File: src/rtl/thread_table_scheduler_top_assert.svh
// assertion macros for the thread table scheduler
`ifndef THREAD_TABLE_SCHEDULER_TOP_ASSERT_SVH
`define THREAD_TABLE_SCHEDULER_TOP_ASSERT_SVH
`ifndef SYNTHESIS
`define TTS_ASSERT_ALWAYS(lbl, clk, rst, cond) \
   lbl: assert property (@(posedge clk) disable iff (rst) (cond)) \
      else $error("scheduler assertion failed");
`define TTS_ASSERT_NEXT(lbl, clk, rst, ante, cons) \
   lbl: assert property (@(posedge clk) disable iff (rst) (ante) |=> (cons)) \
      else $error("scheduler assertion failed");
`else
`define TTS_ASSERT_ALWAYS(lbl, clk, rst, cond)
`define TTS_ASSERT_NEXT(lbl, clk, rst, ante, cons)
`endif
`endif

File: src/rtl/tts_pkg.sv
// shared types and codes of the thread table scheduler
`default_nettype none
package tts_pkg;
   localparam int MaxThreads = 16;
   localparam int IdxW = 4;
   localparam int LinkW = IdxW + 1;
   localparam logic [LinkW-1:0] LinkNone = {1'b1, {IdxW{1'b0}}};

   // slot states
   localparam logic [2:0] StFree    = 3'd0;
   localparam logic [2:0] StRunning = 3'd1;
   localparam logic [2:0] StReady   = 3'd2;
   localparam logic [2:0] StExited  = 3'd3;
   localparam logic [2:0] StWaiting = 3'd4;
   localparam logic [2:0] StKilled  = 3'd5;

   // commands
   localparam logic [2:0] ModeCreate = 3'd0;
   localparam logic [2:0] ModeYield  = 3'd1;
   localparam logic [2:0] ModeExit   = 3'd2;
   localparam logic [2:0] ModeKill   = 3'd3;
   localparam logic [2:0] ModeWait   = 3'd4;

   // yield targets
   localparam logic [1:0] KindId   = 2'd0;
   localparam logic [1:0] KindAny  = 2'd1;
   localparam logic [1:0] KindSelf = 2'd2;

   // result status
   localparam logic [1:0] StatOk      = 2'd0;
   localparam logic [1:0] StatInvalid = 2'd1;
   localparam logic [1:0] StatNoReady = 2'd2;
   localparam logic [1:0] StatNoFree  = 2'd3;

   typedef struct packed {
      logic [IdxW-1:0]  rd_addr;
      logic             ss_we;
      logic [IdxW-1:0]  ss_addr;
      logic [2:0]       ss_data;
      logic             nl_we;
      logic [IdxW-1:0]  nl_addr;
      logic [LinkW-1:0] nl_data;
      logic             jh_we;
      logic             jt_we;
      logic [IdxW-1:0]  j_addr;
      logic [LinkW-1:0] jh_data;
      logic [LinkW-1:0] jt_data;
      logic             rh_we;
      logic [LinkW-1:0] rh_data;
      logic             rt_we;
      logic [LinkW-1:0] rt_data;
      logic             cur_we;
      logic [IdxW-1:0]  cur_data;
      logic             halt_set;
   } dp_cmd_type;

   typedef struct packed {
      logic [2:0]       ss_rd;
      logic [LinkW-1:0] nl_rd;
      logic [LinkW-1:0] jh_rd;
      logic [LinkW-1:0] jt_rd;
      logic [LinkW-1:0] ready_head;
      logic [LinkW-1:0] ready_tail;
      logic [IdxW-1:0]  current;
      logic             halt;
   } dp_stat_type;
endpackage
`default_nettype wire

File: src/rtl/tts_datapath.sv
// thread table, link arrays and list heads of the scheduler
`default_nettype none
module tts_datapath (
   input  wire logic                 clock,
   input  wire logic                 reset,
   input  wire tts_pkg::dp_cmd_type  cmd,
   output tts_pkg::dp_stat_type      stat
);
   logic [2:0]                 ss_ff [tts_pkg::MaxThreads];
   logic [tts_pkg::LinkW-1:0]  nl_ff [tts_pkg::MaxThreads];
   logic [tts_pkg::LinkW-1:0]  jh_ff [tts_pkg::MaxThreads];
   logic [tts_pkg::LinkW-1:0]  jt_ff [tts_pkg::MaxThreads];
   logic [tts_pkg::LinkW-1:0]  rh_ff;
   logic [tts_pkg::LinkW-1:0]  rt_ff;
   logic [tts_pkg::IdxW-1:0]   cur_ff;
   logic                       halt_ff;

   // single read port over the tables
   always_comb begin
      stat.ss_rd      = ss_ff[cmd.rd_addr];
      stat.nl_rd      = nl_ff[cmd.rd_addr];
      stat.jh_rd      = jh_ff[cmd.rd_addr];
      stat.jt_rd      = jt_ff[cmd.rd_addr];
      stat.ready_head = rh_ff;
      stat.ready_tail = rt_ff;
      stat.current    = cur_ff;
      stat.halt       = halt_ff;
   end

   // table writes
   always_ff @(posedge clock) begin
      if (reset) begin
         for (int i = 0; i < tts_pkg::MaxThreads; i++) begin
            ss_ff[i] <= (i == 0) ? tts_pkg::StRunning : tts_pkg::StFree;
            nl_ff[i] <= tts_pkg::LinkNone;
            jh_ff[i] <= tts_pkg::LinkNone;
            jt_ff[i] <= tts_pkg::LinkNone;
         end
         rh_ff   <= tts_pkg::LinkNone;
         rt_ff   <= tts_pkg::LinkNone;
         cur_ff  <= '0;
         halt_ff <= 1'b0;
      end else begin
         if (cmd.ss_we) ss_ff[cmd.ss_addr] <= cmd.ss_data;
         if (cmd.nl_we) nl_ff[cmd.nl_addr] <= cmd.nl_data;
         if (cmd.jh_we) jh_ff[cmd.j_addr] <= cmd.jh_data;
         if (cmd.jt_we) jt_ff[cmd.j_addr] <= cmd.jt_data;
         if (cmd.rh_we) rh_ff <= cmd.rh_data;
         if (cmd.rt_we) rt_ff <= cmd.rt_data;
         if (cmd.cur_we) cur_ff <= cmd.cur_data;
         if (cmd.halt_set) halt_ff <= 1'b1;
      end
   end
endmodule
`default_nettype wire

File: src/rtl/tts_ctrl.sv
// command sequencer of the scheduler: list walks, reaping and result register
`default_nettype none
module tts_ctrl (
   input  wire logic                          clock,
   input  wire logic                          reset,
   input  wire logic                          in_valid,
   output logic                               in_ready,
   input  wire logic [2:0]                    in_mode,
   input  wire logic [1:0]                    in_kind,
   input  wire logic [tts_pkg::IdxW-1:0]      in_tid,
   output logic                               out_valid,
   input  wire logic                          out_ready,
   output logic [1:0]                         out_status,
   output logic [tts_pkg::IdxW-1:0]           out_rid,
   output logic [tts_pkg::IdxW-1:0]           out_running,
   output logic [tts_pkg::LinkW-1:0]          out_woken,
   output logic                               out_halted,
   output tts_pkg::dp_cmd_type                cmd,
   input  wire tts_pkg::dp_stat_type          stat
);
   localparam int IW = tts_pkg::IdxW;
   localparam int LW = tts_pkg::LinkW;
   localparam logic [LW-1:0] LastIdx = LW'(tts_pkg::MaxThreads - 1);
   localparam logic [LW-1:0] Count   = LW'(tts_pkg::MaxThreads);

   localparam logic [4:0] S_IDLE   = 5'd0;
   localparam logic [4:0] S_REAP   = 5'd1;
   localparam logic [4:0] S_CREATE = 5'd2;
   localparam logic [4:0] S_YIELD  = 5'd3;
   localparam logic [4:0] S_YT1    = 5'd4;
   localparam logic [4:0] S_YT2    = 5'd5;
   localparam logic [4:0] S_YT3    = 5'd6;
   localparam logic [4:0] S_EXIT   = 5'd7;
   localparam logic [4:0] S_KILL   = 5'd8;
   localparam logic [4:0] S_KILL2  = 5'd9;
   localparam logic [4:0] S_WAIT   = 5'd10;
   localparam logic [4:0] S_WAIT2  = 5'd11;
   localparam logic [4:0] S_RH     = 5'd12;
   localparam logic [4:0] S_RH2    = 5'd13;
   localparam logic [4:0] S_PUSH1  = 5'd14;
   localparam logic [4:0] S_PUSH2  = 5'd15;
   localparam logic [4:0] S_RM     = 5'd16;
   localparam logic [4:0] S_RM2    = 5'd17;
   localparam logic [4:0] S_WK0    = 5'd18;
   localparam logic [4:0] S_WK1    = 5'd19;
   localparam logic [4:0] S_FINISH = 5'd20;

   logic [4:0]    state_ff, state_in;
   logic [2:0]    mode_ff, mode_in;
   logic [1:0]    kind_ff, kind_in;
   logic [IW-1:0] tid_ff, tid_in;
   logic [IW-1:0] me_ff, me_in;
   logic [LW-1:0] i_ff, i_in;
   logic [1:0]    status_ff, status_in;
   logic [IW-1:0] rid_ff, rid_in;
   logic [LW-1:0] woken_ff, woken_in;
   logic [IW-1:0] push_t_ff, push_t_in;
   logic [4:0]    push_ret_ff, push_ret_in;
   logic [IW-1:0] rm_t_ff, rm_t_in;
   logic [4:0]    rm_ret_ff, rm_ret_in;
   logic [LW-1:0] rm_cur_ff, rm_cur_in;
   logic [LW-1:0] rm_prev_ff, rm_prev_in;
   logic [LW-1:0] rm_n_ff, rm_n_in;
   logic [IW-1:0] wk_t_ff, wk_t_in;
   logic [4:0]    wk_ret_ff, wk_ret_in;
   logic [LW-1:0] wk_cur_ff, wk_cur_in;
   logic [IW-1:0] rh_t_ff, rh_t_in;
   logic          rsp_valid_ff, rsp_valid_in;
   logic [1:0]    rsp_status_ff, rsp_status_in;
   logic [IW-1:0] rsp_rid_ff, rsp_rid_in;
   logic [IW-1:0] rsp_run_ff, rsp_run_in;
   logic [LW-1:0] rsp_woken_ff, rsp_woken_in;
   logic          rsp_halt_ff, rsp_halt_in;
   logic          head_none;

   assign head_none   = stat.ready_head[IW];
   assign in_ready    = (state_ff == S_IDLE);
   assign out_valid   = rsp_valid_ff;
   assign out_status  = rsp_status_ff;
   assign out_rid     = rsp_rid_ff;
   assign out_running = rsp_run_ff;
   assign out_woken   = rsp_woken_ff;
   assign out_halted  = rsp_halt_ff;

   // sequencer
   always_comb begin
      state_in = state_ff;     mode_in = mode_ff;       kind_in = kind_ff;
      tid_in = tid_ff;         me_in = me_ff;           i_in = i_ff;
      status_in = status_ff;   rid_in = rid_ff;         woken_in = woken_ff;
      push_t_in = push_t_ff;   push_ret_in = push_ret_ff;
      rm_t_in = rm_t_ff;       rm_ret_in = rm_ret_ff;   rm_cur_in = rm_cur_ff;
      rm_prev_in = rm_prev_ff; rm_n_in = rm_n_ff;
      wk_t_in = wk_t_ff;       wk_ret_in = wk_ret_ff;   wk_cur_in = wk_cur_ff;
      rh_t_in = rh_t_ff;
      rsp_valid_in = rsp_valid_ff;     rsp_status_in = rsp_status_ff;
      rsp_rid_in = rsp_rid_ff;         rsp_run_in = rsp_run_ff;
      rsp_woken_in = rsp_woken_ff;     rsp_halt_in = rsp_halt_ff;
      cmd = '0;
      if (rsp_valid_ff && out_ready) rsp_valid_in = 1'b0;
      case (state_ff)
         S_IDLE: begin
            if (in_valid) begin
               mode_in = in_mode;
               kind_in = in_kind;
               tid_in = in_tid;
               me_in = stat.current;
               i_in = '0;
               status_in = tts_pkg::StatOk;
               rid_in = '0;
               woken_in = '0;
               if (stat.halt) begin
                  status_in = tts_pkg::StatNoReady;
                  state_in = S_FINISH;
               end else begin
                  case (in_mode)
                     tts_pkg::ModeCreate, tts_pkg::ModeYield: state_in = S_REAP;
                     tts_pkg::ModeExit: begin
                        wk_t_in = stat.current;
                        wk_ret_in = S_EXIT;
                        state_in = S_WK0;
                     end
                     tts_pkg::ModeKill: state_in = S_KILL;
                     tts_pkg::ModeWait: state_in = S_WAIT;
                     default: begin
                        status_in = tts_pkg::StatInvalid;
                        state_in = S_FINISH;
                     end
                  endcase
               end
            end
         end
         // free every exited slot, one slot a cycle
         S_REAP: begin
            cmd.rd_addr = i_ff[IW-1:0];
            if (stat.ss_rd == tts_pkg::StExited) begin
               cmd.ss_we = 1'b1;  cmd.ss_addr = i_ff[IW-1:0];
               cmd.ss_data = tts_pkg::StFree;
               cmd.nl_we = 1'b1;  cmd.nl_addr = i_ff[IW-1:0];
               cmd.nl_data = tts_pkg::LinkNone;
               cmd.jh_we = 1'b1;  cmd.jt_we = 1'b1;
               cmd.j_addr = i_ff[IW-1:0];
               cmd.jh_data = tts_pkg::LinkNone;
               cmd.jt_data = tts_pkg::LinkNone;
            end
            if (i_ff == LastIdx) begin
               i_in = '0;
               state_in = (mode_ff == tts_pkg::ModeCreate) ? S_CREATE : S_YIELD;
            end else begin
               i_in = i_ff + 1'b1;
            end
         end
         // lowest free slot search
         S_CREATE: begin
            cmd.rd_addr = i_ff[IW-1:0];
            if (stat.ss_rd == tts_pkg::StFree) begin
               cmd.ss_we = 1'b1;  cmd.ss_addr = i_ff[IW-1:0];
               cmd.ss_data = tts_pkg::StReady;
               cmd.jh_we = 1'b1;  cmd.jt_we = 1'b1;
               cmd.j_addr = i_ff[IW-1:0];
               cmd.jh_data = tts_pkg::LinkNone;
               cmd.jt_data = tts_pkg::LinkNone;
               rid_in = i_ff[IW-1:0];
               push_t_in = i_ff[IW-1:0];
               push_ret_in = S_FINISH;
               state_in = S_PUSH1;
            end else if (i_ff == LastIdx) begin
               status_in = tts_pkg::StatNoFree;
               state_in = S_FINISH;
            end else begin
               i_in = i_ff + 1'b1;
            end
         end
         S_YIELD: begin
            cmd.rd_addr = tid_ff;
            case (kind_ff)
               tts_pkg::KindAny: begin
                  if (head_none) begin
                     status_in = tts_pkg::StatNoReady;
                     state_in = S_FINISH;
                  end else begin
                     rid_in = stat.ready_head[IW-1:0];
                     tid_in = stat.ready_head[IW-1:0];
                     state_in = S_YT1;
                  end
               end
               tts_pkg::KindSelf: begin
                  rid_in = me_ff;
                  state_in = S_FINISH;
               end
               tts_pkg::KindId: begin
                  rid_in = tid_ff;
                  if (stat.ss_rd != tts_pkg::StReady && stat.ss_rd != tts_pkg::StRunning) begin
                     status_in = tts_pkg::StatInvalid;
                     state_in = S_FINISH;
                  end else begin
                     state_in = S_YT1;
                  end
               end
               default: begin
                  status_in = tts_pkg::StatInvalid;
                  state_in = S_FINISH;
               end
            endcase
         end
         // switch to a ready thread
         S_YT1: begin
            if (tid_ff == me_ff) begin
               state_in = S_FINISH;
            end else begin
               cmd.ss_we = 1'b1;  cmd.ss_addr = me_ff;
               cmd.ss_data = tts_pkg::StReady;
               push_t_in = me_ff;
               push_ret_in = S_YT2;
               state_in = S_PUSH1;
            end
         end
         S_YT2: begin
            rm_t_in = tid_ff;
            rm_ret_in = S_YT3;
            rm_cur_in = stat.ready_head;
            rm_prev_in = tts_pkg::LinkNone;
            rm_n_in = '0;
            state_in = S_RM;
         end
         S_YT3: begin
            cmd.ss_we = 1'b1;  cmd.ss_addr = tid_ff;
            cmd.ss_data = tts_pkg::StRunning;
            cmd.cur_we = 1'b1; cmd.cur_data = tid_ff;
            state_in = S_FINISH;
         end
         // exit after joiners are released
         S_EXIT: begin
            cmd.ss_we = 1'b1;  cmd.ss_addr = me_ff;
            cmd.ss_data = tts_pkg::StExited;
            if (head_none) begin
               cmd.halt_set = 1'b1;
               status_in = tts_pkg::StatNoReady;
               rid_in = me_ff;
               state_in = S_FINISH;
            end else begin
               rid_in = stat.ready_head[IW-1:0];
               state_in = S_RH;
            end
         end
         S_KILL: begin
            cmd.rd_addr = tid_ff;
            rid_in = tid_ff;
            wk_t_in = tid_ff;
            wk_ret_in = S_FINISH;
            if (stat.ss_rd == tts_pkg::StFree || stat.ss_rd == tts_pkg::StExited ||
                stat.ss_rd == tts_pkg::StKilled || tid_ff == me_ff) begin
               status_in = tts_pkg::StatInvalid;
               state_in = S_FINISH;
            end else if (stat.ss_rd == tts_pkg::StReady) begin
               rm_t_in = tid_ff;
               rm_ret_in = S_KILL2;
               rm_cur_in = stat.ready_head;
               rm_prev_in = tts_pkg::LinkNone;
               rm_n_in = '0;
               state_in = S_RM;
            end else begin
               cmd.ss_we = 1'b1;  cmd.ss_addr = tid_ff;
               cmd.ss_data = (stat.ss_rd == tts_pkg::StWaiting) ?
                             tts_pkg::StKilled : tts_pkg::StExited;
               state_in = S_WK0;
            end
         end
         S_KILL2: begin
            cmd.ss_we = 1'b1;  cmd.ss_addr = tid_ff;
            cmd.ss_data = tts_pkg::StExited;
            state_in = S_WK0;
         end
         S_WAIT: begin
            cmd.rd_addr = tid_ff;
            rid_in = tid_ff;
            if (tid_ff == me_ff || stat.ss_rd == tts_pkg::StFree ||
                stat.ss_rd == tts_pkg::StExited || stat.ss_rd == tts_pkg::StKilled) begin
               status_in = tts_pkg::StatInvalid;
               state_in = S_FINISH;
            end else if (head_none) begin
               status_in = tts_pkg::StatNoReady;
               state_in = S_FINISH;
            end else begin
               cmd.ss_we = 1'b1;  cmd.ss_addr = me_ff;
               cmd.ss_data = tts_pkg::StWaiting;
               cmd.nl_we = 1'b1;  cmd.nl_addr = me_ff;
               cmd.nl_data = tts_pkg::LinkNone;
               state_in = S_WAIT2;
            end
         end
         // append running thread to the target's join list
         S_WAIT2: begin
            cmd.rd_addr = tid_ff;
            cmd.j_addr = tid_ff;
            cmd.jh_data = {1'b0, me_ff};
            cmd.jt_data = {1'b0, me_ff};
            cmd.jt_we = 1'b1;
            if (stat.jh_rd[IW]) begin
               cmd.jh_we = 1'b1;
            end else if (!stat.jt_rd[IW]) begin
               cmd.nl_we = 1'b1;
               cmd.nl_addr = stat.jt_rd[IW-1:0];
               cmd.nl_data = {1'b0, me_ff};
            end
            state_in = S_RH;
         end
         // ready head runs
         S_RH: begin
            rh_t_in = stat.ready_head[IW-1:0];
            rm_t_in = stat.ready_head[IW-1:0];
            rm_ret_in = S_RH2;
            rm_cur_in = stat.ready_head;
            rm_prev_in = tts_pkg::LinkNone;
            rm_n_in = '0;
            state_in = S_RM;
         end
         S_RH2: begin
            cmd.ss_we = 1'b1;  cmd.ss_addr = rh_t_ff;
            cmd.ss_data = tts_pkg::StRunning;
            cmd.cur_we = 1'b1; cmd.cur_data = rh_t_ff;
            state_in = S_FINISH;
         end
         // append to the ready tail
         S_PUSH1: begin
            if (head_none) begin
               cmd.rh_we = 1'b1;  cmd.rh_data = {1'b0, push_t_ff};
               cmd.rt_we = 1'b1;  cmd.rt_data = {1'b0, push_t_ff};
               cmd.nl_we = 1'b1;  cmd.nl_addr = push_t_ff;
               cmd.nl_data = tts_pkg::LinkNone;
               state_in = push_ret_ff;
            end else begin
               if (!stat.ready_tail[IW]) begin
                  cmd.nl_we = 1'b1;
                  cmd.nl_addr = stat.ready_tail[IW-1:0];
                  cmd.nl_data = {1'b0, push_t_ff};
               end
               state_in = S_PUSH2;
            end
         end
         S_PUSH2: begin
            cmd.nl_we = 1'b1;  cmd.nl_addr = push_t_ff;
            cmd.nl_data = tts_pkg::LinkNone;
            cmd.rt_we = 1'b1;  cmd.rt_data = {1'b0, push_t_ff};
            state_in = push_ret_ff;
         end
         // walk the ready list and unlink one thread
         S_RM: begin
            cmd.rd_addr = rm_cur_ff[IW-1:0];
            if (rm_cur_ff[IW] || rm_n_ff == Count) begin
               state_in = rm_ret_ff;
            end else if (rm_cur_ff[IW-1:0] == rm_t_ff) begin
               if (rm_prev_ff[IW]) begin
                  cmd.rh_we = 1'b1;  cmd.rh_data = stat.nl_rd;
               end else begin
                  cmd.nl_we = 1'b1;  cmd.nl_addr = rm_prev_ff[IW-1:0];
                  cmd.nl_data = stat.nl_rd;
               end
               if (stat.ready_tail == rm_cur_ff) begin
                  cmd.rt_we = 1'b1;  cmd.rt_data = rm_prev_ff;
               end
               state_in = S_RM2;
            end else begin
               rm_prev_in = rm_cur_ff;
               rm_cur_in = stat.nl_rd;
               rm_n_in = rm_n_ff + 1'b1;
            end
         end
         S_RM2: begin
            cmd.nl_we = 1'b1;  cmd.nl_addr = rm_cur_ff[IW-1:0];
            cmd.nl_data = tts_pkg::LinkNone;
            state_in = rm_ret_ff;
         end
         // release joiners in list order
         S_WK0: begin
            cmd.rd_addr = wk_t_ff;
            wk_cur_in = stat.jh_rd;
            state_in = S_WK1;
         end
         S_WK1: begin
            cmd.rd_addr = wk_cur_ff[IW-1:0];
            if (wk_cur_ff[IW] || woken_ff == Count) begin
               cmd.jh_we = 1'b1;  cmd.jt_we = 1'b1;
               cmd.j_addr = wk_t_ff;
               cmd.jh_data = tts_pkg::LinkNone;
               cmd.jt_data = tts_pkg::LinkNone;
               state_in = wk_ret_ff;
            end else begin
               cmd.nl_we = 1'b1;  cmd.nl_addr = wk_cur_ff[IW-1:0];
               cmd.nl_data = tts_pkg::LinkNone;
               cmd.ss_we = 1'b1;  cmd.ss_addr = wk_cur_ff[IW-1:0];
               wk_cur_in = stat.nl_rd;
               woken_in = woken_ff + 1'b1;
               if (stat.ss_rd == tts_pkg::StKilled) begin
                  cmd.ss_data = tts_pkg::StExited;
               end else begin
                  cmd.ss_data = tts_pkg::StReady;
                  push_t_in = wk_cur_ff[IW-1:0];
                  push_ret_in = S_WK1;
                  state_in = S_PUSH1;
               end
            end
         end
         // load the result register once it is free
         S_FINISH: begin
            if (!rsp_valid_ff || out_ready) begin
               rsp_valid_in = 1'b1;
               rsp_status_in = status_ff;
               rsp_rid_in = rid_ff;
               rsp_run_in = stat.current;
               rsp_woken_in = woken_ff;
               rsp_halt_in = stat.halt;
               state_in = S_IDLE;
            end
         end
         default: state_in = S_IDLE;
      endcase
   end

   // control registers
   always_ff @(posedge clock) begin
      if (reset) begin
         state_ff <= S_IDLE;
         rsp_valid_ff <= 1'b0;
      end else begin
         state_ff <= state_in;
         rsp_valid_ff <= rsp_valid_in;
      end
   end

   // working and result registers
   always_ff @(posedge clock) begin
      mode_ff <= mode_in;       kind_ff <= kind_in;       tid_ff <= tid_in;
      me_ff <= me_in;           i_ff <= i_in;             status_ff <= status_in;
      rid_ff <= rid_in;         woken_ff <= woken_in;
      push_t_ff <= push_t_in;   push_ret_ff <= push_ret_in;
      rm_t_ff <= rm_t_in;       rm_ret_ff <= rm_ret_in;   rm_cur_ff <= rm_cur_in;
      rm_prev_ff <= rm_prev_in; rm_n_ff <= rm_n_in;
      wk_t_ff <= wk_t_in;       wk_ret_ff <= wk_ret_in;   wk_cur_ff <= wk_cur_in;
      rh_t_ff <= rh_t_in;
      rsp_status_ff <= rsp_status_in;  rsp_rid_ff <= rsp_rid_in;
      rsp_run_ff <= rsp_run_in;        rsp_woken_ff <= rsp_woken_in;
      rsp_halt_ff <= rsp_halt_in;
   end
endmodule
`default_nettype wire

File: src/rtl/thread_table_scheduler_top.sv
// top level of the thread table scheduler
// throughput: one command at a time, the next accepted once the result register is loaded
// create and yield first run a reap scan over every slot; the time to result valid for exit, kill
// and wait is set by the list walks; a halted scheduler goes straight to the result
// a result still waiting at the output holds the sequencer in its last state
// reset: synchronous; slot zero running, all other slots free, lists empty, not halted
`default_nettype none
`include "thread_table_scheduler_top_assert.svh"
module thread_table_scheduler_top (
   input  wire logic        clock,
   input  wire logic        reset,
   input  wire logic        req_tvalid,
   output logic             req_tready,
   input  wire logic [7:0]  req_tdata,   // mode[2:0], target_id[6:3], zero[7]
   input  wire logic [1:0]  req_tuser,   // target_kind[1:0]
   output logic             rsp_tvalid,
   input  wire logic        rsp_tready,
   output logic [15:0]      rsp_tdata    // status[1:0], result_id[5:2], running_id[9:6],
                                         // woken_count[14:10], halted[15]
);
   tts_pkg::dp_cmd_type  cmd;
   tts_pkg::dp_stat_type stat;
   logic [1:0]                   out_status;
   logic [tts_pkg::IdxW-1:0]     out_rid;
   logic [tts_pkg::IdxW-1:0]     out_running;
   logic [tts_pkg::LinkW-1:0]    out_woken;
   logic                         out_halted;

   tts_ctrl u_ctrl (
      .clock       (clock),
      .reset       (reset),
      .in_valid    (req_tvalid),
      .in_ready    (req_tready),
      .in_mode     (req_tdata[2:0]),
      .in_kind     (req_tuser),
      .in_tid      (req_tdata[6:3]),
      .out_valid   (rsp_tvalid),
      .out_ready   (rsp_tready),
      .out_status  (out_status),
      .out_rid     (out_rid),
      .out_running (out_running),
      .out_woken   (out_woken),
      .out_halted  (out_halted),
      .cmd         (cmd),
      .stat        (stat)
   );

   tts_datapath u_dp (
      .clock (clock),
      .reset (reset),
      .cmd   (cmd),
      .stat  (stat)
   );

   // result packing
   assign rsp_tdata = {out_halted, out_woken, out_running, out_rid, out_status};

   // checks
   `TTS_ASSERT_NEXT(a_busy_after_accept, clock, reset, req_tvalid && req_tready, !req_tready)
   `TTS_ASSERT_NEXT(a_halt_sticky, clock, reset, stat.halt, stat.halt)
   `TTS_ASSERT_ALWAYS(a_halted_status, clock, reset,
                      !(rsp_tvalid && out_halted) || out_status == tts_pkg::StatNoReady)
endmodule
`default_nettype wire

File: config.mk
export PLATFORM = sky130hd
export DESIGN_NAME = thread_table_scheduler_top
export DESIGN_NICKNAME = d
export VERILOG_FILES = /design/src/rtl/tts_pkg.sv /design/src/rtl/tts_datapath.sv /design/src/rtl/tts_ctrl.sv /design/src/rtl/thread_table_scheduler_top.sv
export VERILOG_INCLUDE_DIRS = /design/src /design/src/rtl
export SDC_FILE = /design/constraint.sdc
export NUM_CORES = 1
export LEC_CHECK = 0
export BUFFER_PORTS_ARGS = -buffer_cell sky130_fd_sc_hd__clkbuf_2
export CORE_MARGIN = 2
export CORE_UTILIZATION = 57
export CTS_CLUSTER_DIAMETER = 50
export DETAILED_ROUTE_END_ITERATION = 6
export PLACE_DENSITY = 0.78
export SLEW_MARGIN = 20
export SYNTH_ARGS = -nofsm -noshare
export SYNTH_HDL_FRONTEND = slang
export SYNTH_SLANG_ARGS = --single-unit
File: constraint.sdc
create_clock -name clock -period 5.1 [get_ports clock]
set_clock_uncertainty 0.05 [all_clocks]
set_input_delay 0.51 -clock clock [delete_from_list [all_inputs] [get_ports clock]]
set_output_delay 0.51 -clock clock [all_outputs]
set_load 0.05 [all_outputs]
==> results of run 1 <==
critical path: stages, from the launching register on:
cell       delay, ns
dfxtp_1         0.52
buf_6           0.25
nor2_1          0.08
and2_1          0.25
a221o_2         0.50
a2111oi_0       0.43
nor4_1          0.15
o211ai_1        0.17
buf_4           0.23
o31ai_1         0.10
a21boi_0        0.32
nor3_1          0.18
a31oi_1         0.37
nand3_1         0.31
o21ai_0         0.47
buf_4           0.22
final timing paths:
| kind | slack, ns | endpoint | startpoint | cells after the start |
|---|---|---|---|---|
| min | 0.05 | u_ctrl.kind_ff[1]$_DFFE_PP_ | req_tuser[1] | 1 |
| max | 0.18 | u_dp.nl_ff[8][2]$_SDFFCE_PN0P_ | u_ctrl.state_ff[3]$_SDFFE_PP0P_ | 15 |
| max reg2reg | 0.18 | u_dp.nl_ff[8][2]$_SDFFCE_PN0P_ | u_ctrl.state_ff[3]$_SDFFE_PP0P_ | 15 |
| min reg2reg | 0.37 | u_ctrl.out_rid[3]$_DFFE_PP_ | u_ctrl.rid_ff[3]$_DFFE_PP_ | 0 |
placed cells by master (no fill, tap or decap), types with 10 or more instances in the layout:
cell and n:
a22oi_1 20, a21o_1 12, clkbuf_2 30, or3_1 13
inv_1 21, and3_1 35, clkinv_1 11, a311oi_1 33
a221oi_1 11, and2_1 16, nand4_1 10, a31oi_1 10
nor2b_1 10, clkbuf_16 46, buf_4 168, xor2_1 15
o21ai_0 67, nand3_1 152, nand2b_1 16, nand3b_1 12
mux2i_1 29, nand2_1 382, edfxtp_1 378, nor2_1 265
dfxtp_1 18, a21oi_1 53, nor3_1 102
cells by family (layout without fill, tap and decap cells):
group / count (synthesis) / after routing / share of synthesized area, %
and+or+nand+nor: 1067 / 1067 / 23.7
buffers and inverters: 181 / 306 / 3.59
DFF: 399 / 399 / 58.0
AOI/OAI and AO/OA: 314 / 314 / 11.0
xor gates and xnor gates: 24 / 24 / 1.04
adders and majority gates: 7 / 7 / 0.432
muxes: 42 / 42 / 2.28
metrics by stage:
step           instance area, um2  std cells  hold slack, ns  TNS, ns
5_1_grt                     23300       2620          0.0511  -0.0935
2_1_floorplan               20300       2034           0.350        0
3_5_place_dp                21700       2534           0.355  -0.0623
6_report                    23300       2620          0.0543        0
4_1_cts                     23100       2614          0.0417        0
3_3_place_gp                21700       2534           0.352        0
flip-flops by register name, summed over array words and instances, names as in the netlist, 48 cells and up:
register,flops
u_dp.jh_ff,80
u_dp.jt_ff,80
u_dp.nl_ff,80
u_dp.ss_ff,48
cell type report:
cell class	count	area [um2]	area share [%]
flip-flops and latches	399	11800	50.6
multi-input cells	1454	7950	34.2
repair buffers	201	1460	6.28
clock buffers	54	1180	5.07
well taps	461	577	2.48
clock inverters	26	243	1.04
inverters	25	93.8	0.403
repair_timing:
action	in CTS	in global routing
gates resized for setup	2	31
pin swaps	0	3
buffers inserted	0	6
setup endpoints to repair	24	318
where the power goes:
group          switching, mW  internal (mW)
Clock                   1.33           1.82
Sequential             0.302           4.00
Combinational           4.56           2.25
Total                   6.20           8.07
layer usage:
layer / vias up / track usage, % / wire length, um
li1: 7594 / - / -
met1: 8140 / 43.4 / 22500
met2: 1136 / 52.6 / 27900
met3: 213 / 6.04 / 6710
met4: 0 / 13.7 / 2640
met5: - / 0 / 0
==> flow_metrics.env, run 1 <==
export IMPL_hold_viol=0
export IMPL_netlist_top_cells_count="386 x nand2_1, 378 x edfxtp_1, 265 x nor2_1"
export IMPL_dpl_hpwl_um=41500
export IMPL_ios=32
export IMPL_yosysMostFrequentCell="nand2_1"
export IMPL_antenna_left=0
export IMPL_antenna_found_initial=0
export IMPL_grt_overflow_total=0
export IMPL_maxSlewHeadroom_pct=27.0
export IMPL_drt_first_pass_iters=6
export IMPL_finalCritPeriodShare_pct=96.5
export IMPL_yosysTopAreaCellShare_pct=56.0
export IMPL_syn_area_um2=20300
export IMPL_die_height_um=193
export IMPL_setup_violations=0
export IMPL_endpoint_kind="flop"
export IMPL_grt_pass1_vias=16100
export IMPL_fmax_mhz=203
export IMPL_cts_root_buf="clkbuf_16"
export IMPL_ir_drop_uv=479
export IMPL_yosys_top_cells_area="edfxtp_1 56%, nand2_1 7.1%, nor2_1 4.9%"
export IMPL_dp_slack_ns=-0.0156
export IMPL_clk_insertion_delay_late_ns=0.59
export IMPL_setup_ws_ns=0.178
export IMPL_synth_cell_type_count=83
export IMPL_critical_path_arrival_ns=5.16
export IMPL_place_gp_congestion=1.02
export IMPL_fin_nets=2148
export IMPL_port_buffers=30
export IMPL_start_util_pct=57.5
export IMPL_die_w_um=193
export IMPL_vias=17100
export IMPL_avgSynthCellArea_um2=9.97
export IMPL_drive_gt1_share_pct=15.5
export IMPL_numCtsBuffers=46
export IMPL_yosysWarnings=0
export IMPL_worstPathRequired_ns=5.33
export IMPL_clk_path_buf_depth=3
export IMPL_num_rows=69
export IMPL_cts_tree="built"
export IMPL_synth_edf_count=378
export IMPL_htreeDepth=2
export IMPL_min_path_type="in2reg"
export IMPL_p_leak_nw=8.19
export IMPL_totalWireLength_um=59800
export IMPL_total_power_mw=14.3
export IMPL_path_clk_slew_ns=0.06
export IMPL_power_density_nw_per_um2=613
export IMPL_drc=0
export IMPL_final_max_slew_viol_count=0
export IMPL_grt_usage_pct=32.6
export IMPL_period_minus_slack_ns=4.92
export IMPL_yosys_area_top_type="edfxtp_1"
export IMPL_crit_fanout=21
export IMPL_drt_vias_per_instance=6.52
export IMPL_syn_inst=2034
export IMPL_grt_start_max_net_pins=61
export IMPL_worst_pin_slew_ns=1.09
export IMPL_status="complete, no violations"
export IMPL_nFillCells=2615
export IMPL_worst_setup_path_type="reg2reg"
export IMPL_ys_seq_elements=399
export IMPL_maxCapViolCount=0
export IMPL_die_area_um2=37100
export IMPL_cts_hold_buf=0
export IMPL_first_iter_violations=2211
export IMPL_n_antenna_cell=0
export IMPL_coreArea_um2=35300
export IMPL_fin_util_pct=65.9
export IMPL_wl_per_cell_um=22.8
export IMPL_synth_nets=2055
export IMPL_synth_async_sr_flop_share_pct=0
export IMPL_synth_main_ff_cell="edfxtp_1"
export IMPL_critPathLaunchType="flop"
export IMPL_syn_to_final_growth_pct=14.8
export IMPL_grt_first_pass_wirelength_um=91100
export IMPL_seq_area_frac_synth_pct=58.0
export IMPL_clock_sink_count=399
Note: power is estimated with default switching activity, not from simulation.
==> run 2, diff against run 1 <==
--- a/config.mk
+++ b/config.mk
@@ -8,10 +8,10 @@
 export LEC_CHECK = 0
 export BUFFER_PORTS_ARGS = -buffer_cell sky130_fd_sc_hd__clkbuf_2
 export CORE_MARGIN = 2
-export CORE_UTILIZATION = 57
+export CORE_UTILIZATION = 48
 export CTS_CLUSTER_DIAMETER = 50
 export DETAILED_ROUTE_END_ITERATION = 6
-export PLACE_DENSITY = 0.78
+export PLACE_DENSITY = 0.68
 export SLEW_MARGIN = 20
 export SYNTH_ARGS = -nofsm -noshare
 export SYNTH_HDL_FRONTEND = slang
==> run 2 against run 1 <==
Effect of this change:
- combinational power grew 2%
- design area increased by 1.5%
- critical endpoint is now u_dp.ss_ff[0][0]$_SDFFCE_PN1P_
- hold slack lost 0.0027 ns
- die area up 18%
- largest power group unchanged
- maximum frequency shrank 0.85%
- final cell count is 4.2% higher
==> flow_metrics.env, run 2 (synthesis gave the netlist of run 1 again) <==
export IMPL_final_common_cell="nand2_1"
export IMPL_period_minus_slack_ns=4.96
export IMPL_grt_overflow_total=0
export IMPL_hold_viol=0
export IMPL_final_max_slew_viol_count=0
export IMPL_finalCritPeriodShare_pct=97.3
export IMPL_ir_drop_uv=313
export IMPL_rr_startpoint="u_ctrl.state_ff[0]$_SDFFE_PP0P_"
export IMPL_clock_sink_count=399
export IMPL_clk_insertion_delay_late_ns=0.60
export IMPL_hp_start="req_tuser[1]"
export IMPL_htreeDepth=2
export IMPL_worst_pin_slew_ns=1.16
export IMPL_drive_gt1_share_pct=16.2
export IMPL_grt_first_pass_wirelength_um=93600
export IMPL_fmax_mhz=201
export IMPL_drt_first_pass_iters=7
export IMPL_n_antenna_cell=0
export IMPL_first_iter_violations=1958
export IMPL_maxCapViolCount=0
export IMPL_antenna_found_initial=1
export IMPL_wl_per_cell_um=22.5
export IMPL_critPathLaunchType="flop"
export IMPL_worstSetupStartpoint="u_ctrl.state_ff[0]$_SDFFE_PP0P_"
export IMPL_crit_fanout=16
export IMPL_worstPathRequired_ns=5.35
export IMPL_p_leak_nw=8.35
export IMPL_holdWs_ns=0.0515
export IMPL_totalWireLength_um=61400
export IMPL_num_rows=75
export IMPL_drc=0
export IMPL_grt_start_max_net_pins=73
export IMPL_ios=32
export IMPL_clk_path_buf_depth=3
export IMPL_grt_usage_pct=28.0
export IMPL_min_path_type="in2reg"
export IMPL_nFillCells=3522
export IMPL_endpoint_kind="flop"
export IMPL_tns_ns=0
export IMPL_cts_hold_buf=0
export IMPL_power_density_nw_per_um2=619
export IMPL_drt_vias_per_instance=6.18
export IMPL_place_gp_congestion=0.972
export IMPL_die_area_um2=43900
export IMPL_path_clk_slew_ns=0.06
export IMPL_worst_setup_path_type="reg2reg"
export IMPL_coreArea_um2=41900
export IMPL_syn_to_final_growth_pct=16.5
export IMPL_numCtsBuffers=49
export IMPL_fin_nets=2174
export IMPL_dpl_hpwl_um=43300
export IMPL_grt_pass1_vias=16200
export IMPL_mostFrequentLayoutCells="386 x nand2_1, 378 x edfxtp_1, 263 x nor2_1"
export IMPL_cts_tree="built"
export IMPL_maxSlewHeadroom_pct=22.4
export IMPL_top_regs="u_dp.jh_ff (80), u_dp.jt_ff (80), u_dp.nl_ff (80)"
export IMPL_die_height_um=210
export IMPL_setup_violations=0
export IMPL_cts_root_buf="clkbuf_16"
export IMPL_antenna_left=0
export IMPL_start_util_pct=48.5
export IMPL_port_buffers=30
export IMPL_status="complete, no violations"
export IMPL_rsz0062_at_grt="true"
export IMPL_vias=16900
export IMPL_critical_path_arrival_ns=5.21
export IMPL_die_w_um=210
[run 2: worst max-delay path: stages (launching register included)]
cell,delay [ns]
dfxtp_1,0.41
buf_4,0.24
nand2b_1,0.16
nor3_2,0.06
buf_4,0.15
a2111oi_4,0.43
buf_6,0.23
a211oi_1,0.06
a311o_1,0.37
o211ai_1,0.19
buf_4,0.24
a2111oi_2,0.06
a21o_1,0.23
buf_4,0.17
a221o_1,0.34
a211oi_1,0.31
buf_4,0.29
nand2_1,0.13
or4_1,0.53
[run 2: where the power goes]
part	internal (mW)	switching, mW
clock network	2.01	1.39
logic	2.32	4.62
registers	4.01	0.273
[run 2: repair_timing]
item                                    4_1_cts  5_1_grt
gates resized for setup                       0       31
endpoints found under the hold margin         0        0
endpoints found under the setup margin        0      163
buffers inserted                              0        1
[run 2: final timing paths]
check                                        end  slack, ns  cells after the start
hold reg to reg      u_ctrl.out_rid[2]$_DFFE_PP_       0.37                      0
setup reg to reg  u_dp.ss_ff[0][0]$_SDFFCE_PN1P_       0.14                     18
hold / removal       u_ctrl.kind_ff[1]$_DFFE_PP_       0.05                      1
setup / recovery  u_dp.ss_ff[0][0]$_SDFFCE_PN1P_       0.14                     18
[run 2: through the flow]
step | cells | total power, mW | instance area [um2] | util [%] | setup WS (ns)
3_3_place_gp | 2640 | 10.9 | 22000 | 52.5 | 0.152
4_1_cts | 2729 | 14.4 | 23600 | 56.3 | 0.0380
3_5_place_dp | 2640 | 11.0 | 22000 | 52.5 | 0.0765
2_1_floorplan | 2034 | 8.34 | 20300 | - | 0.310
6_report | 2730 | 14.6 | 23600 | 56.5 | 0.136
5_1_grt | 2730 | 15.3 | 23600 | 56.5 | -0.167
[run 2: cell type report]
class / count / area (um2) / area share (%)
repair buffers: 224 / 1630 / 6.90
multi-input cells: 1454 / 7890 / 33.4
well taps: 539 / 674 / 2.85
flip-flops and latches: 399 / 11800 / 49.8
inverters: 25 / 93.8 / 0.397
clock buffers: 62 / 1280 / 5.44
clock inverters: 27 / 288 / 1.22
[run 2: per-layer routing]
metal | wire (um) | vias up | global-route usage, %
met5 | 14 | - | 0
met4 | 2440 | 2 | 10.8
met3 | 6790 | 175 | 7.45
met2 | 27700 | 893 | 44.3
met1 | 24400 | 8125 | 37.1
li1 | - | 7675 | -
